File: config.mk
export PLATFORM = sky130hd
export DESIGN_NAME = gregorian_date_advance_unit_flat
export DESIGN_NICKNAME = d
export VERILOG_FILES = /design/src/rtl/core/gda_pkg.sv /design/src/rtl/core/gda_req_if.sv /design/src/rtl/core/gda_rsp_if.sv /design/src/rtl/core/gda_ctrl.sv /design/src/rtl/core/gda_datapath.sv /design/src/rtl/core/gregorian_date_advance_unit.sv /design/src/flat_wrapper.sv
export VERILOG_INCLUDE_DIRS = /design/src /design/src/rtl/core
export SDC_FILE = /design/constraint.sdc
export NUM_CORES = 1
export LEC_CHECK = 0
export BUFFER_PORTS_ARGS = -buffer_cell sky130_fd_sc_hd__buf_2
export CORE_MARGIN = 2
export CORE_UTILIZATION = 25
export CTS_BUF_LIST = sky130_fd_sc_hd__clkbuf_2
export DETAILED_ROUTE_END_ITERATION = 6
export PLACE_DENSITY_LB_ADDON = 0.12
export SLEW_MARGIN = 20
export SYNTH_ARGS = -nofsm -noshare
export SYNTH_HDL_FRONTEND = slang
export SYNTH_SLANG_ARGS = --single-unit
export TNS_END_PERCENT = 10
File: constraint.sdc
create_clock -name clk -period 7.22 [get_ports clk]
set_input_delay 0.722 -clock clk [delete_from_list [all_inputs] [get_ports clk]]
set_output_delay 0.722 -clock clk [all_outputs]
set_load 0.05 [all_outputs]
File: src/rtl/core/gregorian_date_advance_unit_macros.svh
// assertion macros shared by the date advance unit
`ifndef GREGORIAN_DATE_ADVANCE_UNIT_MACROS_SVH
`define GREGORIAN_DATE_ADVANCE_UNIT_MACROS_SVH

// condition holds on every clock edge out of reset
`define GDA_ASSERT_ALWAYS(label, clk, rst_n, cond) \
	label: assert property (@(posedge clk) disable iff (!rst_n) (cond)) \
		else $error("gda assertion failed");

// antecedent implies consequent in the same cycle
`define GDA_ASSERT_IMPLY(label, clk, rst_n, ante, cons) \
	label: assert property (@(posedge clk) disable iff (!rst_n) (ante) |-> (cons)) \
		else $error("gda assertion failed");

`endif

File: src/rtl/core/gda_pkg.sv
package gda_pkg;

	localparam int YEAR_W = 14;
	localparam int MONTH_W = 4;
	localparam int DAY_W = 5;
	localparam int WD_W = 3;
	localparam int STATUS_W = 2;
	localparam int COUNT_FIELD_W = 16;
	localparam int CENT_W = 7;
	localparam int QCENT_W = 8;
	localparam int HSUM_W = 15;
	localparam int QPROD_W = 27;
	localparam int WPROD_W = 31;

	localparam logic OP_SET = 1'b0;
	localparam logic OP_ADD = 1'b1;

	localparam logic [STATUS_W-1:0] STATUS_OK = 2'd0;
	localparam logic [STATUS_W-1:0] STATUS_INVALID = 2'd1;
	localparam logic [STATUS_W-1:0] STATUS_OVERFLOW = 2'd2;

	localparam logic [MONTH_W-1:0] MONTH_JAN = 4'd1;
	localparam logic [MONTH_W-1:0] MONTH_FEB = 4'd2;
	localparam logic [MONTH_W-1:0] MONTH_APR = 4'd4;
	localparam logic [MONTH_W-1:0] MONTH_JUN = 4'd6;
	localparam logic [MONTH_W-1:0] MONTH_SEP = 4'd9;
	localparam logic [MONTH_W-1:0] MONTH_NOV = 4'd11;
	localparam logic [MONTH_W-1:0] MONTH_DEC = 4'd12;

	localparam logic [DAY_W-1:0] DAY_FIRST = 5'd1;
	localparam logic [DAY_W-1:0] DAY_LAST_DEC = 5'd31;

	localparam logic [YEAR_W-1:0] MAX_YEAR = 14'd9999;
	localparam logic [YEAR_W-1:0] RESET_YEAR = 14'd2001;
	localparam logic [CENT_W-1:0] RESET_YEAR_LO = 7'd1;
	localparam logic [CENT_W-1:0] RESET_YEAR_HI = 7'd20;
	localparam logic [CENT_W-1:0] CENT_LAST = 7'd99;
	localparam logic [YEAR_W-1:0] YEARS_PER_CENT = 14'd100;

	// reciprocal multipliers: y / 100 for y < 16384, h / 7 for h < 20000
	localparam logic [12:0] Q100_MUL = 13'd5243;
	localparam int Q100_SHIFT = 19;
	localparam logic [15:0] Q7_MUL = 16'd37450;
	localparam int Q7_SHIFT = 18;
	localparam logic [HSUM_W-1:0] DAYS_PER_WEEK = 15'd7;
	localparam logic [HSUM_W-1:0] ZELLER_SUNDAY_OFFSET = 15'd6;

	typedef enum logic [2:0] {
		ST_IDLE,
		ST_CHECK,
		ST_ADD,
		ST_ZEL1,
		ST_ZEL2,
		ST_ZEL3
	} gda_state_t;

	typedef struct packed {
		logic load;
		logic check;
		logic step;
		logic zel1;
		logic zel2;
		logic emit;
	} gda_cmd_t;

	typedef struct packed {
		logic op_add;
		logic step_done;
		logic out_free;
	} gda_stat_t;

	function automatic logic is_leap(input logic [CENT_W-1:0] lo, input logic [CENT_W-1:0] hi);
		return (lo != '0) ? (lo[1:0] == 2'b00) : (hi[1:0] == 2'b00);
	endfunction

	function automatic logic [DAY_W-1:0] month_len(input logic [MONTH_W-1:0] m,
		input logic leap);
		logic [DAY_W-1:0] len;
		unique case (m)
			MONTH_FEB: len = leap ? 5'd29 : 5'd28;
			MONTH_APR, MONTH_JUN, MONTH_SEP, MONTH_NOV: len = 5'd30;
			default: len = 5'd31;
		endcase
		return len;
	endfunction

	// (13 * (m + 1)) / 5 with january and february as months 13 and 14
	function automatic logic [5:0] zeller_term(input logic [MONTH_W-1:0] m);
		logic [5:0] t;
		unique case (m)
			4'd1: t = 6'd36;
			4'd2: t = 6'd39;
			4'd3: t = 6'd10;
			4'd4: t = 6'd13;
			4'd5: t = 6'd15;
			4'd6: t = 6'd18;
			4'd7: t = 6'd20;
			4'd8: t = 6'd23;
			4'd9: t = 6'd26;
			4'd10: t = 6'd28;
			4'd11: t = 6'd31;
			4'd12: t = 6'd33;
			default: t = 6'd0;
		endcase
		return t;
	endfunction

endpackage

File: src/rtl/core/gda_req_if.sv
interface gda_req_if;
	logic valid;
	logic ready;
	logic operation;
	logic [gda_pkg::YEAR_W-1:0] set_year;
	logic [gda_pkg::MONTH_W-1:0] set_month;
	logic [gda_pkg::DAY_W-1:0] set_day;
	logic [gda_pkg::COUNT_FIELD_W-1:0] day_count;

	modport source (output valid, operation, set_year, set_month, set_day, day_count,
		input ready);
	modport sink (input valid, operation, set_year, set_month, set_day, day_count,
		output ready);
endinterface

File: src/rtl/core/gda_rsp_if.sv
interface gda_rsp_if;
	logic valid;
	logic ready;
	logic [gda_pkg::YEAR_W-1:0] cur_year;
	logic [gda_pkg::MONTH_W-1:0] cur_month;
	logic [gda_pkg::DAY_W-1:0] cur_day;
	logic [gda_pkg::WD_W-1:0] weekday;
	logic [gda_pkg::STATUS_W-1:0] status;

	modport source (output valid, cur_year, cur_month, cur_day, weekday, status,
		input ready);
	modport sink (input valid, cur_year, cur_month, cur_day, weekday, status,
		output ready);
endinterface

File: src/rtl/core/gda_ctrl.sv
module gda_ctrl (
	input  logic                clk,
	input  logic                arst_n,
	input  logic                in_valid,
	output logic                in_ready,
	input  gda_pkg::gda_stat_t  stat,
	output gda_pkg::gda_cmd_t   cmd
);

	gda_pkg::gda_state_t state_q;
	gda_pkg::gda_state_t state_d;

	always_ff @(posedge clk or negedge arst_n) begin
		if (!arst_n) begin
			state_q <= gda_pkg::ST_IDLE;
		end else begin
			state_q <= state_d;
		end
	end

	always_comb begin
		state_d = state_q;
		cmd = '0;
		in_ready = 1'b0;
		unique case (state_q)
			gda_pkg::ST_IDLE: begin
				in_ready = 1'b1;
				if (in_valid) begin
					cmd.load = 1'b1;
					state_d = stat.op_add ? gda_pkg::ST_ADD : gda_pkg::ST_CHECK;
				end
			end
			gda_pkg::ST_CHECK: begin
				cmd.check = 1'b1;
				state_d = gda_pkg::ST_ZEL1;
			end
			gda_pkg::ST_ADD: begin
				cmd.step = 1'b1;
				if (stat.step_done) begin
					state_d = gda_pkg::ST_ZEL1;
				end
			end
			gda_pkg::ST_ZEL1: begin
				cmd.zel1 = 1'b1;
				state_d = gda_pkg::ST_ZEL2;
			end
			gda_pkg::ST_ZEL2: begin
				cmd.zel2 = 1'b1;
				state_d = gda_pkg::ST_ZEL3;
			end
			gda_pkg::ST_ZEL3: begin
				if (stat.out_free) begin
					cmd.emit = 1'b1;
					state_d = gda_pkg::ST_IDLE;
				end
			end
			default: begin
				state_d = gda_pkg::ST_IDLE;
			end
		endcase
	end

endmodule

File: src/rtl/core/gda_datapath.sv
`include "gregorian_date_advance_unit_macros.svh"

module gda_datapath #(
	parameter int COUNT_WIDTH = 16
) (
	input  logic                                clk,
	input  logic                                arst_n,
	input  gda_pkg::gda_cmd_t                   cmd,
	output gda_pkg::gda_stat_t                  stat,
	input  logic                                operation,
	input  logic [gda_pkg::YEAR_W-1:0]          set_year,
	input  logic [gda_pkg::MONTH_W-1:0]         set_month,
	input  logic [gda_pkg::DAY_W-1:0]           set_day,
	input  logic [gda_pkg::COUNT_FIELD_W-1:0]   day_count,
	input  logic                                out_ready,
	output logic                                out_valid,
	output logic [gda_pkg::YEAR_W-1:0]          cur_year,
	output logic [gda_pkg::MONTH_W-1:0]         cur_month,
	output logic [gda_pkg::DAY_W-1:0]           cur_day,
	output logic [gda_pkg::WD_W-1:0]            weekday,
	output logic [gda_pkg::STATUS_W-1:0]        status
);

	localparam int CW = (COUNT_WIDTH > gda_pkg::COUNT_FIELD_W) ?
		gda_pkg::COUNT_FIELD_W : COUNT_WIDTH;
	localparam int XW = CW + 6;

	// stored date, year also kept split into centuries and year of century
	logic [gda_pkg::YEAR_W-1:0] year_q;
	logic [gda_pkg::MONTH_W-1:0] month_q;
	logic [gda_pkg::DAY_W-1:0] day_q;
	logic [gda_pkg::CENT_W-1:0] lo_q;
	logic [gda_pkg::CENT_W-1:0] hi_q;

	logic [CW-1:0] rem_q;
	logic [gda_pkg::YEAR_W-1:0] sy_q;
	logic [gda_pkg::MONTH_W-1:0] sm_q;
	logic [gda_pkg::DAY_W-1:0] sd_q;
	logic [gda_pkg::QCENT_W-1:0] q100_q;
	logic [gda_pkg::STATUS_W-1:0] status_q;
	logic [gda_pkg::HSUM_W-1:0] h_q;
	logic [gda_pkg::WPROD_W-1:0] prod_q;

	logic out_valid_q;
	logic [gda_pkg::YEAR_W-1:0] out_year_q;
	logic [gda_pkg::MONTH_W-1:0] out_month_q;
	logic [gda_pkg::DAY_W-1:0] out_day_q;
	logic [gda_pkg::WD_W-1:0] out_wd_q;
	logic [gda_pkg::STATUS_W-1:0] out_status_q;

	// add step
	logic leap_cur;
	logic [gda_pkg::DAY_W-1:0] mlen_cur;
	logic [gda_pkg::DAY_W-1:0] left;
	logic [XW-1:0] rem_x;
	logic fits;
	logic at_dec;
	logic at_max;

	assign leap_cur = gda_pkg::is_leap(lo_q, hi_q);
	assign mlen_cur = gda_pkg::month_len(month_q, leap_cur);
	assign left = mlen_cur - day_q;
	assign rem_x = XW'(rem_q);
	assign fits = rem_x <= XW'(left);
	assign at_dec = month_q >= gda_pkg::MONTH_DEC;
	assign at_max = year_q >= gda_pkg::MAX_YEAR;

	// set check
	logic [gda_pkg::QPROD_W-1:0] q_prod;
	logic [gda_pkg::CENT_W-1:0] y_rem;
	logic s_leap;
	logic s_ok;

	assign q_prod = gda_pkg::QPROD_W'(set_year) * gda_pkg::QPROD_W'(gda_pkg::Q100_MUL);
	assign y_rem = gda_pkg::CENT_W'(sy_q -
		gda_pkg::YEAR_W'(q100_q) * gda_pkg::YEARS_PER_CENT);
	assign s_leap = (y_rem != '0) ? (sy_q[1:0] == 2'b00) : (q100_q[1:0] == 2'b00);
	assign s_ok = (sy_q != '0) && (sy_q <= gda_pkg::MAX_YEAR) &&
		(sm_q >= gda_pkg::MONTH_JAN) && (sm_q <= gda_pkg::MONTH_DEC) &&
		(sd_q != '0) && (sd_q <= gda_pkg::month_len(sm_q, s_leap));

	// zeller
	logic early;
	logic [gda_pkg::YEAR_W-1:0] zy;
	logic [gda_pkg::CENT_W-1:0] zc;
	logic [gda_pkg::HSUM_W-1:0] h_sum;
	logic [gda_pkg::HSUM_W-1:0] q7;
	logic [gda_pkg::WD_W-1:0] wd;

	assign early = month_q <= gda_pkg::MONTH_FEB;
	assign zy = early ? year_q - 14'd1 : year_q;
	assign zc = (early && lo_q == '0) ? hi_q - 7'd1 : hi_q;
	assign h_sum = gda_pkg::HSUM_W'(day_q) + gda_pkg::HSUM_W'(gda_pkg::zeller_term(month_q)) +
		gda_pkg::HSUM_W'(zy) + gda_pkg::HSUM_W'(zy >> 2) + gda_pkg::HSUM_W'(zc >> 2) -
		gda_pkg::HSUM_W'(zc) + gda_pkg::ZELLER_SUNDAY_OFFSET;
	assign q7 = gda_pkg::HSUM_W'(prod_q >> gda_pkg::Q7_SHIFT);
	assign wd = gda_pkg::WD_W'(h_q - q7 * gda_pkg::DAYS_PER_WEEK);

	always_ff @(posedge clk or negedge arst_n) begin
		if (!arst_n) begin
			year_q <= gda_pkg::RESET_YEAR;
			month_q <= gda_pkg::MONTH_JAN;
			day_q <= gda_pkg::DAY_FIRST;
			lo_q <= gda_pkg::RESET_YEAR_LO;
			hi_q <= gda_pkg::RESET_YEAR_HI;
			out_valid_q <= 1'b0;
		end else begin
			if (cmd.check && s_ok) begin
				year_q <= sy_q;
				month_q <= sm_q;
				day_q <= sd_q;
				lo_q <= y_rem;
				hi_q <= gda_pkg::CENT_W'(q100_q);
			end else if (cmd.step && !fits) begin
				if (at_dec && at_max) begin
					year_q <= gda_pkg::MAX_YEAR;
					month_q <= gda_pkg::MONTH_DEC;
					day_q <= gda_pkg::DAY_LAST_DEC;
					lo_q <= gda_pkg::CENT_LAST;
					hi_q <= gda_pkg::CENT_LAST;
				end else if (at_dec) begin
					year_q <= year_q + 14'd1;
					month_q <= gda_pkg::MONTH_JAN;
					day_q <= gda_pkg::DAY_FIRST;
					if (lo_q == gda_pkg::CENT_LAST) begin
						lo_q <= '0;
						hi_q <= hi_q + 7'd1;
					end else begin
						lo_q <= lo_q + 7'd1;
					end
				end else begin
					month_q <= month_q + 4'd1;
					day_q <= gda_pkg::DAY_FIRST;
				end
			end else if (cmd.step) begin
				day_q <= day_q + gda_pkg::DAY_W'(rem_x);
			end
			if (cmd.emit) begin
				out_valid_q <= 1'b1;
			end else if (out_ready) begin
				out_valid_q <= 1'b0;
			end
		end
	end

	always_ff @(posedge clk) begin
		if (cmd.load) begin
			sy_q <= set_year;
			sm_q <= set_month;
			sd_q <= set_day;
			rem_q <= day_count[CW-1:0];
			q100_q <= q_prod[gda_pkg::QPROD_W-1:gda_pkg::Q100_SHIFT];
			status_q <= gda_pkg::STATUS_OK;
		end
		if (cmd.check && !s_ok) begin
			status_q <= gda_pkg::STATUS_INVALID;
		end
		if (cmd.step && !fits) begin
			rem_q <= CW'(rem_x - XW'(left) - XW'(1));
			if (at_dec && at_max) begin
				status_q <= gda_pkg::STATUS_OVERFLOW;
			end
		end
		if (cmd.zel1) begin
			h_q <= h_sum;
		end
		if (cmd.zel2) begin
			prod_q <= gda_pkg::WPROD_W'(h_q) * gda_pkg::WPROD_W'(gda_pkg::Q7_MUL);
		end
		if (cmd.emit) begin
			out_year_q <= year_q;
			out_month_q <= month_q;
			out_day_q <= day_q;
			out_wd_q <= wd;
			out_status_q <= status_q;
		end
	end

	assign stat.op_add = operation == gda_pkg::OP_ADD;
	assign stat.step_done = fits || (at_dec && at_max);
	assign stat.out_free = !out_valid_q || out_ready;

	assign out_valid = out_valid_q;
	assign cur_year = out_year_q;
	assign cur_month = out_month_q;
	assign cur_day = out_day_q;
	assign weekday = out_wd_q;
	assign status = out_status_q;

	`GDA_ASSERT_ALWAYS(a_day_in_month, clk, arst_n, day_q != '0 && day_q <= mlen_cur)
	`GDA_ASSERT_ALWAYS(a_year_split, clk, arst_n, year_q == gda_pkg::YEAR_W'(hi_q) * gda_pkg::YEARS_PER_CENT + gda_pkg::YEAR_W'(lo_q))
	`GDA_ASSERT_IMPLY(a_weekday_range, clk, arst_n, out_valid_q, out_wd_q <= 3'd6)
	`GDA_ASSERT_IMPLY(a_overflow_date, clk, arst_n, cmd.emit && status_q == gda_pkg::STATUS_OVERFLOW, year_q == gda_pkg::MAX_YEAR && month_q == gda_pkg::MONTH_DEC && day_q == gda_pkg::DAY_LAST_DEC)

endmodule

File: src/rtl/core/gregorian_date_advance_unit.sv
// sequence: a set item goes through the check state and then zel1, zel2 and zel3, an add
// item through the add state, which moves on month by month until the rest of the count
// fits in the month or the top date is reached, and then through zel1, zel2 and zel3
// throughput: one item at a time, the last state waits while the result register is still
// full and writes the result into it once it is free
// reset: date is 2001-01-01, no result pending
module gregorian_date_advance_unit #(
	parameter int COUNT_WIDTH = 16
) (
	input  logic        clk,
	input  logic        arst_n,
	gda_req_if.sink     req,
	gda_rsp_if.source   rsp
);

	gda_pkg::gda_cmd_t cmd;
	gda_pkg::gda_stat_t stat;

	gda_ctrl u_ctrl (
		.clk      (clk),
		.arst_n   (arst_n),
		.in_valid (req.valid),
		.in_ready (req.ready),
		.stat     (stat),
		.cmd      (cmd)
	);

	gda_datapath #(
		.COUNT_WIDTH (COUNT_WIDTH)
	) u_datapath (
		.clk       (clk),
		.arst_n    (arst_n),
		.cmd       (cmd),
		.stat      (stat),
		.operation (req.operation),
		.set_year  (req.set_year),
		.set_month (req.set_month),
		.set_day   (req.set_day),
		.day_count (req.day_count),
		.out_ready (rsp.ready),
		.out_valid (rsp.valid),
		.cur_year  (rsp.cur_year),
		.cur_month (rsp.cur_month),
		.cur_day   (rsp.cur_day),
		.weekday   (rsp.weekday),
		.status    (rsp.status)
	);

endmodule

File: src/flat_wrapper.sv
// flat-port wrapper written by rule: the top's interface ports become plain ports
module gregorian_date_advance_unit_flat 
#(
	parameter int COUNT_WIDTH = 16
)
  (clk, arst_n, req_valid, req_operation, req_set_year, req_set_month, req_set_day, req_day_count, req_ready, rsp_valid, rsp_cur_year, rsp_cur_month, rsp_cur_day, rsp_weekday, rsp_status, rsp_ready);
  gda_req_if req_i ();
  gda_rsp_if rsp_i ();
  input  logic clk;
  input  logic arst_n;
  input wire logic [$bits(req_i.valid)-1:0] req_valid;
  input wire logic [$bits(req_i.operation)-1:0] req_operation;
  input wire logic [$bits(req_i.set_year)-1:0] req_set_year;
  input wire logic [$bits(req_i.set_month)-1:0] req_set_month;
  input wire logic [$bits(req_i.set_day)-1:0] req_set_day;
  input wire logic [$bits(req_i.day_count)-1:0] req_day_count;
  output wire logic [$bits(req_i.ready)-1:0] req_ready;
  output wire logic [$bits(rsp_i.valid)-1:0] rsp_valid;
  output wire logic [$bits(rsp_i.cur_year)-1:0] rsp_cur_year;
  output wire logic [$bits(rsp_i.cur_month)-1:0] rsp_cur_month;
  output wire logic [$bits(rsp_i.cur_day)-1:0] rsp_cur_day;
  output wire logic [$bits(rsp_i.weekday)-1:0] rsp_weekday;
  output wire logic [$bits(rsp_i.status)-1:0] rsp_status;
  input wire logic [$bits(rsp_i.ready)-1:0] rsp_ready;
  assign req_i.valid = req_valid;
  assign req_i.operation = req_operation;
  assign req_i.set_year = req_set_year;
  assign req_i.set_month = req_set_month;
  assign req_i.set_day = req_set_day;
  assign req_i.day_count = req_day_count;
  assign req_ready = req_i.ready;
  assign rsp_valid = rsp_i.valid;
  assign rsp_cur_year = rsp_i.cur_year;
  assign rsp_cur_month = rsp_i.cur_month;
  assign rsp_cur_day = rsp_i.cur_day;
  assign rsp_weekday = rsp_i.weekday;
  assign rsp_status = rsp_i.status;
  assign rsp_i.ready = rsp_ready;
  gregorian_date_advance_unit #(.COUNT_WIDTH(COUNT_WIDTH)) u_core (.clk(clk), .arst_n(arst_n), .req(req_i), .rsp(rsp_i));
endmodule
==> key figures, run 1 <==
Run status
  – Status: finished, final reports clean

Die
  – Height of the die: 244.0 µm
  – Boundary pin count: 74
  – Core area: 0.05671 mm²
  – Full die area: 0.05955 mm²
  – Row Count: 87
  – Initial Utilization: 0.2540
  – Die width: 244.0 µm

Clock tree
  – Clk Latency, worst-skew pair: 0.83 ns
  – Clk buf depth: 2
  – Clock Root Buffer: clkbuf_2
  – Postcts setup bufs: 0
  – Clock transition at path regs: 0.24 ns
  – TritonCTS clock tree: yes
  – Clock Sinks: 135
  – H-tree depth: 4
  – Hold_buf cts: 7
  – CTS buffer count: 17
  – Post-CTS sizing: 0

Global routing
  – First-pass GRT wire length: 60.46 mm
  – Largest net degree at the start of global routing: 42
  – Number of global-route vias before repair: 10855
  – Initial antenna violation count: 1
  – Tot GR Track Use: 0.1293
  – Grt ovf: 0

Routing
  – DRC viols: 0
  – Remaining antenna violation count: 0
  – WL/cell: 16.26 µm
  – Pre-antenna DRT Iters: 5
  – Final WL: 37.19 mm
  – Vias: 10273
  – DR vias/cell: 4.492
  – Number of DRC markers in iteration 0: 478

Logic synthesis
  – Predominant post-synthesis flop cell: edfxtp_1
  – Yosys cell types: 75
  – EDFF count, synth: 92
  – Synthesized instance count: 1443
  – Yosys top cell area share: 0.2172
  – Synth Cell Area: 0.01440 mm²
  – Commonest cells post-synth: inv_1, ha_1, fa_1
  – Avg Inst Size Synth: 9.982 µm²
  – Sequential cell area fraction in the yosys report: 0.2669
  – Synth Register Bits: 135
  – Syn Nets: 1852
  – Cell with the most instances after synthesis: inv_1
  – Warnings, synthesis: 0
  – Ranking of synthesized cells by area: ha_1, edfxtp_1, fa_1, inv_1, dfrtp_1
  – Area leader, netlist: ha_1
  – Asr flop ratio synth: 0.3037

Job
  – MaxCap Viol Count: 0

STA
  – Unrepaired setup endpoints after global routing: false
  – Tcrit/Tclk final: 0.8563
  – Final hold vios: 0
  – Setup violators final: 0
  – Slew Viols, Final: 0
  – Max-Slew Margin vs Limit: 0.2206
  – Worst-margin pin slew: 1.167 ns
  – Fin Clk Skew: 0.06927 ns
  – Fmax achieved: 161.7 MHz
  – Fin Setup TNS: 0 ns
  – Crit path time final: 6.182 ns

Setup path
  – Most used cell, CP: fa_1
  – CP startpoint kind: register
  – Slowest stage delay, CP: 0.55 ns
  – Slowest cell on crit path: dfrtp_1
  – Kind of critical path: reg -> reg
  – CP Cell Sequence: a211oi_4, nand4_1, nor3_1, nand2_1, xnor2_1, inv_1, fa_1, inv_1, fa_1, fa_1, inv_1, fa_1, inv_1, fa_1, a21oi_1, o21ai_0, o41a_1, a41o_1, o211ai_1, xnor2_1
  – Crit path max fanout: 8
  – Required time worst endpoint: 7.82 ns
  – CP arrival: 6.78 ns
  – CP endpoint kind: register

Place
  – GP Congestion: 0.7793
  – DP HPWL: 30.29 mm
  – IO buf count: 73

Final layout
  – Syn-to-layout area delta: 11.45%
  – Share of cells above drive strength 1: 0.09281
  – Final net count: 1926

Worst hold path
  – Hold crit path type: in -> reg
layout make-up:
cell class                 count  area [µm²]
tap                          756       945.9
clock inverter                14       203.9
fill                        6029       40660
sequential                   135        3844
antenna                        1       2.502
multi-input combinational   1004        9412
inverter                     267        1002
clock buffer                  18       90.09
timing repair buffer          92       553.0
cells in the final DEF, fill, tap and decap left out, types with 17 or more instances in the layout:
master and instances:
a31oi_1 22, nor3_1 33, xor2_1 29, inv_1 266, a211oi_1 17, edfxtp_1 92
a21oi_1 39, buf_2 73, ha_1 250, o21ai_0 57, nor2_1 72, fa_1 115
nand3_1 29, dfrtp_1 29, clkbuf_2 18, xnor2_1 54, nand2_1 84
per-layer routing:
| metal | track usage | share of wire | up-vias |
|---|---|---|---|
| li1 | - | - | 5091 |
| met1 | 0.1667 | 0.46 | 5045 |
| met2 | 0.2303 | 0.50 | 122 |
| met3 | 0.01942 | 0.026 | 15 |
| met4 | 0.02260 | 0.0079 | 0 |
| met5 | 0 | 0 | - |
cell families (layout without fill, tap and decap cells):
kind of cell | count (synthesis) | after routing | share of synthesized area
other cells | 0 | 1 | 0
mux | 5 | 5 | 0.003475
buf+inv | 304 | 391 | 0.08200
compound gates | 238 | 238 | 0.1100
fa+ha+maj | 365 | 365 | 0.3770
simple gates | 313 | 313 | 0.1102
xor+xnor | 83 | 83 | 0.05047
flops | 135 | 135 | 0.2669
state kept, by name, summed over array words and instances, names as in the netlist, 2 cells and up:
| name | count |
|---|---|
| u_core.u_datapath.cur_month | 4 |
| u_core.u_datapath.sm_q | 4 |
| u_core.u_datapath.sy_q | 14 |
| u_core.u_datapath.month_q | 4 |
| u_core.u_datapath.status_q | 2 |
| u_core.u_datapath.weekday | 3 |
| u_core.u_datapath.hi_q | 7 |
| u_core.u_datapath.prod_q | 3 |
| u_core.u_datapath.status | 2 |
| u_core.u_datapath.sd_q | 5 |
| u_core.u_datapath.q100_q | 7 |
| u_core.u_datapath.rem_q | 16 |
| u_core.u_datapath.lo_q | 7 |
| u_core.u_datapath.cur_day | 5 |
| u_core.u_datapath.h_q | 15 |
| u_core.u_datapath.day_q | 5 |
| u_core.u_datapath.cur_year | 14 |
| u_core.u_datapath.year_q | 14 |
| u_core.u_ctrl.state_q | 3 |
metrics by stage:
stage / util / worst slack, ns / hold WS [ns] / cell area [µm²] / instances
after floorplan: - / 1.530 / 0.4081 / 14400 / 1443
after global placement: 0.2756 / 1.098 / 0.4192 / 15630 / 2243
after detailed placement: 0.2761 / 1.009 / 0.4177 / 15660 / 2244
after CTS: 0.2825 / 0.9772 / 0.004599 / 16020 / 2283
after global routing: 0.2831 / 0.6104 / 0.05081 / 16050 / 2287
final: 0.2831 / 1.038 / 0.1542 / 16050 / 2287
critical path: cells and delay by family, from the launching register on:
family	cells	cell delay, ns
adders and majority gates	5	2.51
AOI/OAI and AO/OA	6	1.62
and+or+nand+nor	3	0.67
DFF	1	0.55
xor gates and xnor gates	2	0.32
buffers and inverters	4	0.27
path summary, 6_finish.rpt:
path / startpoint / to / slack, ns / cells past startpoint
max: u_core.u_datapath.month_q[1] / u_core.u_datapath.h_q[13] / 1.04 / 20
min: req_day_count[4] / u_core.u_datapath.rem_q[4] / 0.15 / 3
max reg2reg: u_core.u_datapath.month_q[1] / u_core.u_datapath.h_q[13] / 1.04 / 20
min reg2reg: u_core.u_datapath.status_q[0] / u_core.u_datapath.status[0] / 0.46 / 0
max in group asynchronous: arst_n / u_core.u_datapath.year_q[10] / 6.26 / 3
min in group asynchronous: arst_n / u_core.u_datapath.day_q[1] / 0.49 / 3
Power of run 1 is not shown: default switching activity piles up to over one toggle a cycle in this logic, so the estimate is an artifact.
==> inputs of run 2 (changes only) <==
clock period = 5.9 ns   (was 7.22 ns; I/O delays follow)
==> run 2 against run 1 <==
Via count rose by 0.18%. Highest routed layer unchanged. Design area rose by 2.7%. Non-clock buffer count rose by 43. Register-to-register slack worse by 0.74 ns. Final cell count increased by 1.9%. Die area is the same. First-iteration DRC count decreased by 2.3%. Worst setup slack worse by 0.74 ns. Maximum frequency grew 10%. Clock skew about the same. Largest cell class unchanged. Core utilization increased by 0.76 points. Critical path depth is 2 lower. Critical endpoint is now u_core.u_datapath.h_q[14].
==> key figures, run 2 (synthesis results as in run 1) <==
Clock tree
  – TritonCTS clock tree: yes
  – Clock transition at path regs: 0.24 ns (about the same)
  – Clk buf depth: 2 (unchanged)
  – CTS buffer count: 17 (unchanged)
  – Clock Sinks: 135 (unchanged)
  – H-tree depth: 4 (unchanged)
  – Clk Latency, worst-skew pair: 0.82 ns (about the same)
  – Clock Root Buffer: clkbuf_2

Global routing
  – Largest net degree at the start of global routing: 42 (unchanged)
  – Gr busiest metal: met2
  – Met3 GRT Util: 0.01712 (-0.002305)
  – Grt ovf: 0 (unchanged)
  – Tot GR Track Use: 0.1321 (+0.002754)
  – Met2 Use GR: 0.2303 (unchanged)
  – Met1 GRT Util: 0.1731 (+0.006409)
  – Initial antenna violation count: 1 (unchanged)
  – Number of global-route vias before repair: 10944 (+0.82%)
  – First-pass GRT wire length: 61.57 mm (+1.8%)

Final layout
  – Commonest non-fill, non-tap cells in the layout: inv_1, ha_1, fa_1
  – Register bank with the most flops: u_core.u_datapath.rem_q
  – Commonest non-fill, non-tap cell in the layout: inv_1
  – Fin util: 0.2907 (+0.007634)
  – Syn-to-layout area delta: 14.45%
  – Max reg flops: 16 (unchanged)
  – Top flop regs: u_core.u_datapath.rem_q (16), u_core.u_datapath.h_q (15)
  – Share of cells above drive strength 1: 0.1100 (+0.01717)
  – Final net count: 1969 (+2.2%)
  – Cell Count, Final, Fillers Out: 2330 (+1.9%)
  – Fill cells: 6000 (-0.48%)

Setup path
  – Most used cell, CP: fa_1
  – CP arrival: 6.13 ns (-0.65 ns)
  – CP endpoint kind: register
  – Slowest cell on crit path: fa_1
  – Kind of critical path: reg -> reg
  – Required time worst endpoint: 6.43 ns (-1.39 ns)
  – Slowest stage delay, CP: 0.49 ns (-0.06 ns)
  – CP Cell Sequence: a211oi_4, buf_4, nor3b_2, nand2_1, buf_4, or3_1, xnor2_1, fa_1, fa_1, fa_1, ha_1, ha_1, o21ai_0, o21ai_0, nand4_1, a31oi_1, or4_1, nand3_1
  – CP startpoint kind: register
  – Crit path max fanout: 6 (-2)

Routing
  – Vias: 10291 (+0.18%)
  – DR vias/cell: 4.417 (-1.7%)
  – DRC viols: 0 (unchanged)
  – WL/cell: 16.23 µm (-0.18%)
  – Pre-antenna DRT Iters: 5 (unchanged)
  – Number of DRC markers in iteration 0: 467 (-2.3%)
  – Remaining antenna violation count: 0 (unchanged)
  – Final WL: 37.82 mm (+1.7%)

Place
  – IO buf count: 73 (unchanged)
  – DP HPWL: 30.66 mm (+1.2%)
  – GP Congestion: 0.7673 (-1.5%)
  – Placed insts: 2264 (+0.89%)

STA
  – Setup violators final: 0 (unchanged)
  – Slew Viols, Final: 0 (unchanged)
  – Hold_ws: 0.1210 ns (-0.03316 ns)
  – Worst-margin pin slew: 1.048 ns (-0.1181 ns)
  – Fmax achieved: 178.5 MHz (+10%)
  – Max-Slew Margin vs Limit: 0.2996 (+0.07895)
  – Final hold vios: 0 (unchanged)
  – Fin Setup TNS: 0 ns (unchanged)
  – Tcrit/Tclk final: 0.9494 (+0.09309)
  – Fin Clk Skew: 0.06899 ns (-0.0002741 ns)
  – Crit path time final: 5.601 ns (-0.5811 ns)
  – Unrepaired setup endpoints after global routing: false

Die
  – Full die area: 0.05955 mm² (unchanged)
  – Die width: 244.0 µm (unchanged)
  – Initial Utilization: 0.2540 (unchanged)
  – Row Count: 87 (unchanged)
  – Boundary pin count: 74 (unchanged)
  – Core area: 0.05671 mm² (unchanged)
  – Height of the die: 244.0 µm (unchanged)

Run status
  – Status: finished, final reports clean

Job
  – MaxCap Viol Count: 0 (unchanged)

Worst hold path
  – Hold crit path type: in -> reg
==> run 2: changes by cell type in the layout (fill, tap and decap cells not counted), moves of 2 or more <==
cell,delta
buf_4,+23
clkinv_2,-3
clkinvlp_4,+3
dlygate4sd3_1,+21
inv_6,+2
nor3_1,-2
nor3_2,+2
==> run 2: critical path: cells and delay by family, from the launching register on <==
kind / cells / cell delay, ns
compound gates: 4 / 1.06
flops: 1 / 0.46
buf+inv: 2 / 0.36
fa+ha+maj: 5 / 2.09
xor+xnor: 1 / 0.26
simple gates: 6 / 1.09
==> run 2: path summary, 6_finish.rpt <==
path | slack, ns | to | from | depth (start not counted)
min reg2reg | 0.47 | u_core.u_datapath.status_q[0] | u_core.u_datapath.status_q[0] | 2
max | 0.30 | u_core.u_datapath.h_q[14] | u_core.u_datapath.month_q[0] | 18
min | 0.12 | u_core.u_datapath.sy_q[0] | req_set_year[0] | 1
min in group asynchronous | 0.38 | u_core.u_datapath.lo_q[3] | arst_n | 3
max in group asynchronous | 5.05 | u_core.u_datapath.year_q[10] | arst_n | 3
max reg2reg | 0.30 | u_core.u_datapath.h_q[14] | u_core.u_datapath.month_q[0] | 18
==> run 2: routing by layer <==
metal / vias to the layer above / wire length [µm]
met1: 4973 / 17770
met3: 25 / 718
li1: 5171 / -
met4: 0 / 528
met2: 122 / 18800
met5: - / 0
==> run 2: final cells by class <==
type | instances | area [µm²] | area share
diodes | 1 | 2.502 | 0.0001518
flip-flops and latches | 135 | 3844 | 0.2332
repair buffers | 135 | 908.4 | 0.05510
well taps | 756 | 945.9 | 0.05738
clock buffers | 17 | 85.08 | 0.005161
inverters | 267 | 1002 | 0.06079
clock inverters | 15 | 246.5 | 0.01495
multi-input cells | 1004 | 9452 | 0.5733
==> run 2: through the flow <==
step                setup slack (ns)  instance area, µm²
floorplan                     0.2103               14400
global placement              0.1540               15790
detailed placement            0.1387               15790
CTS                          0.02768               16420
global route                0.006378               16490
finish                        0.2986               16490
==> run 2: timing repair <==
item | 4_1_cts | 5_1_grt
hold buffers | 30 | 1
buffers inserted | 0 | 2
endpoints found under the setup margin | 0 | 3
endpoints found under the hold margin | 58 | 1
resized for setup | 0 | 9
Power of run 2 is left out for the same reason.
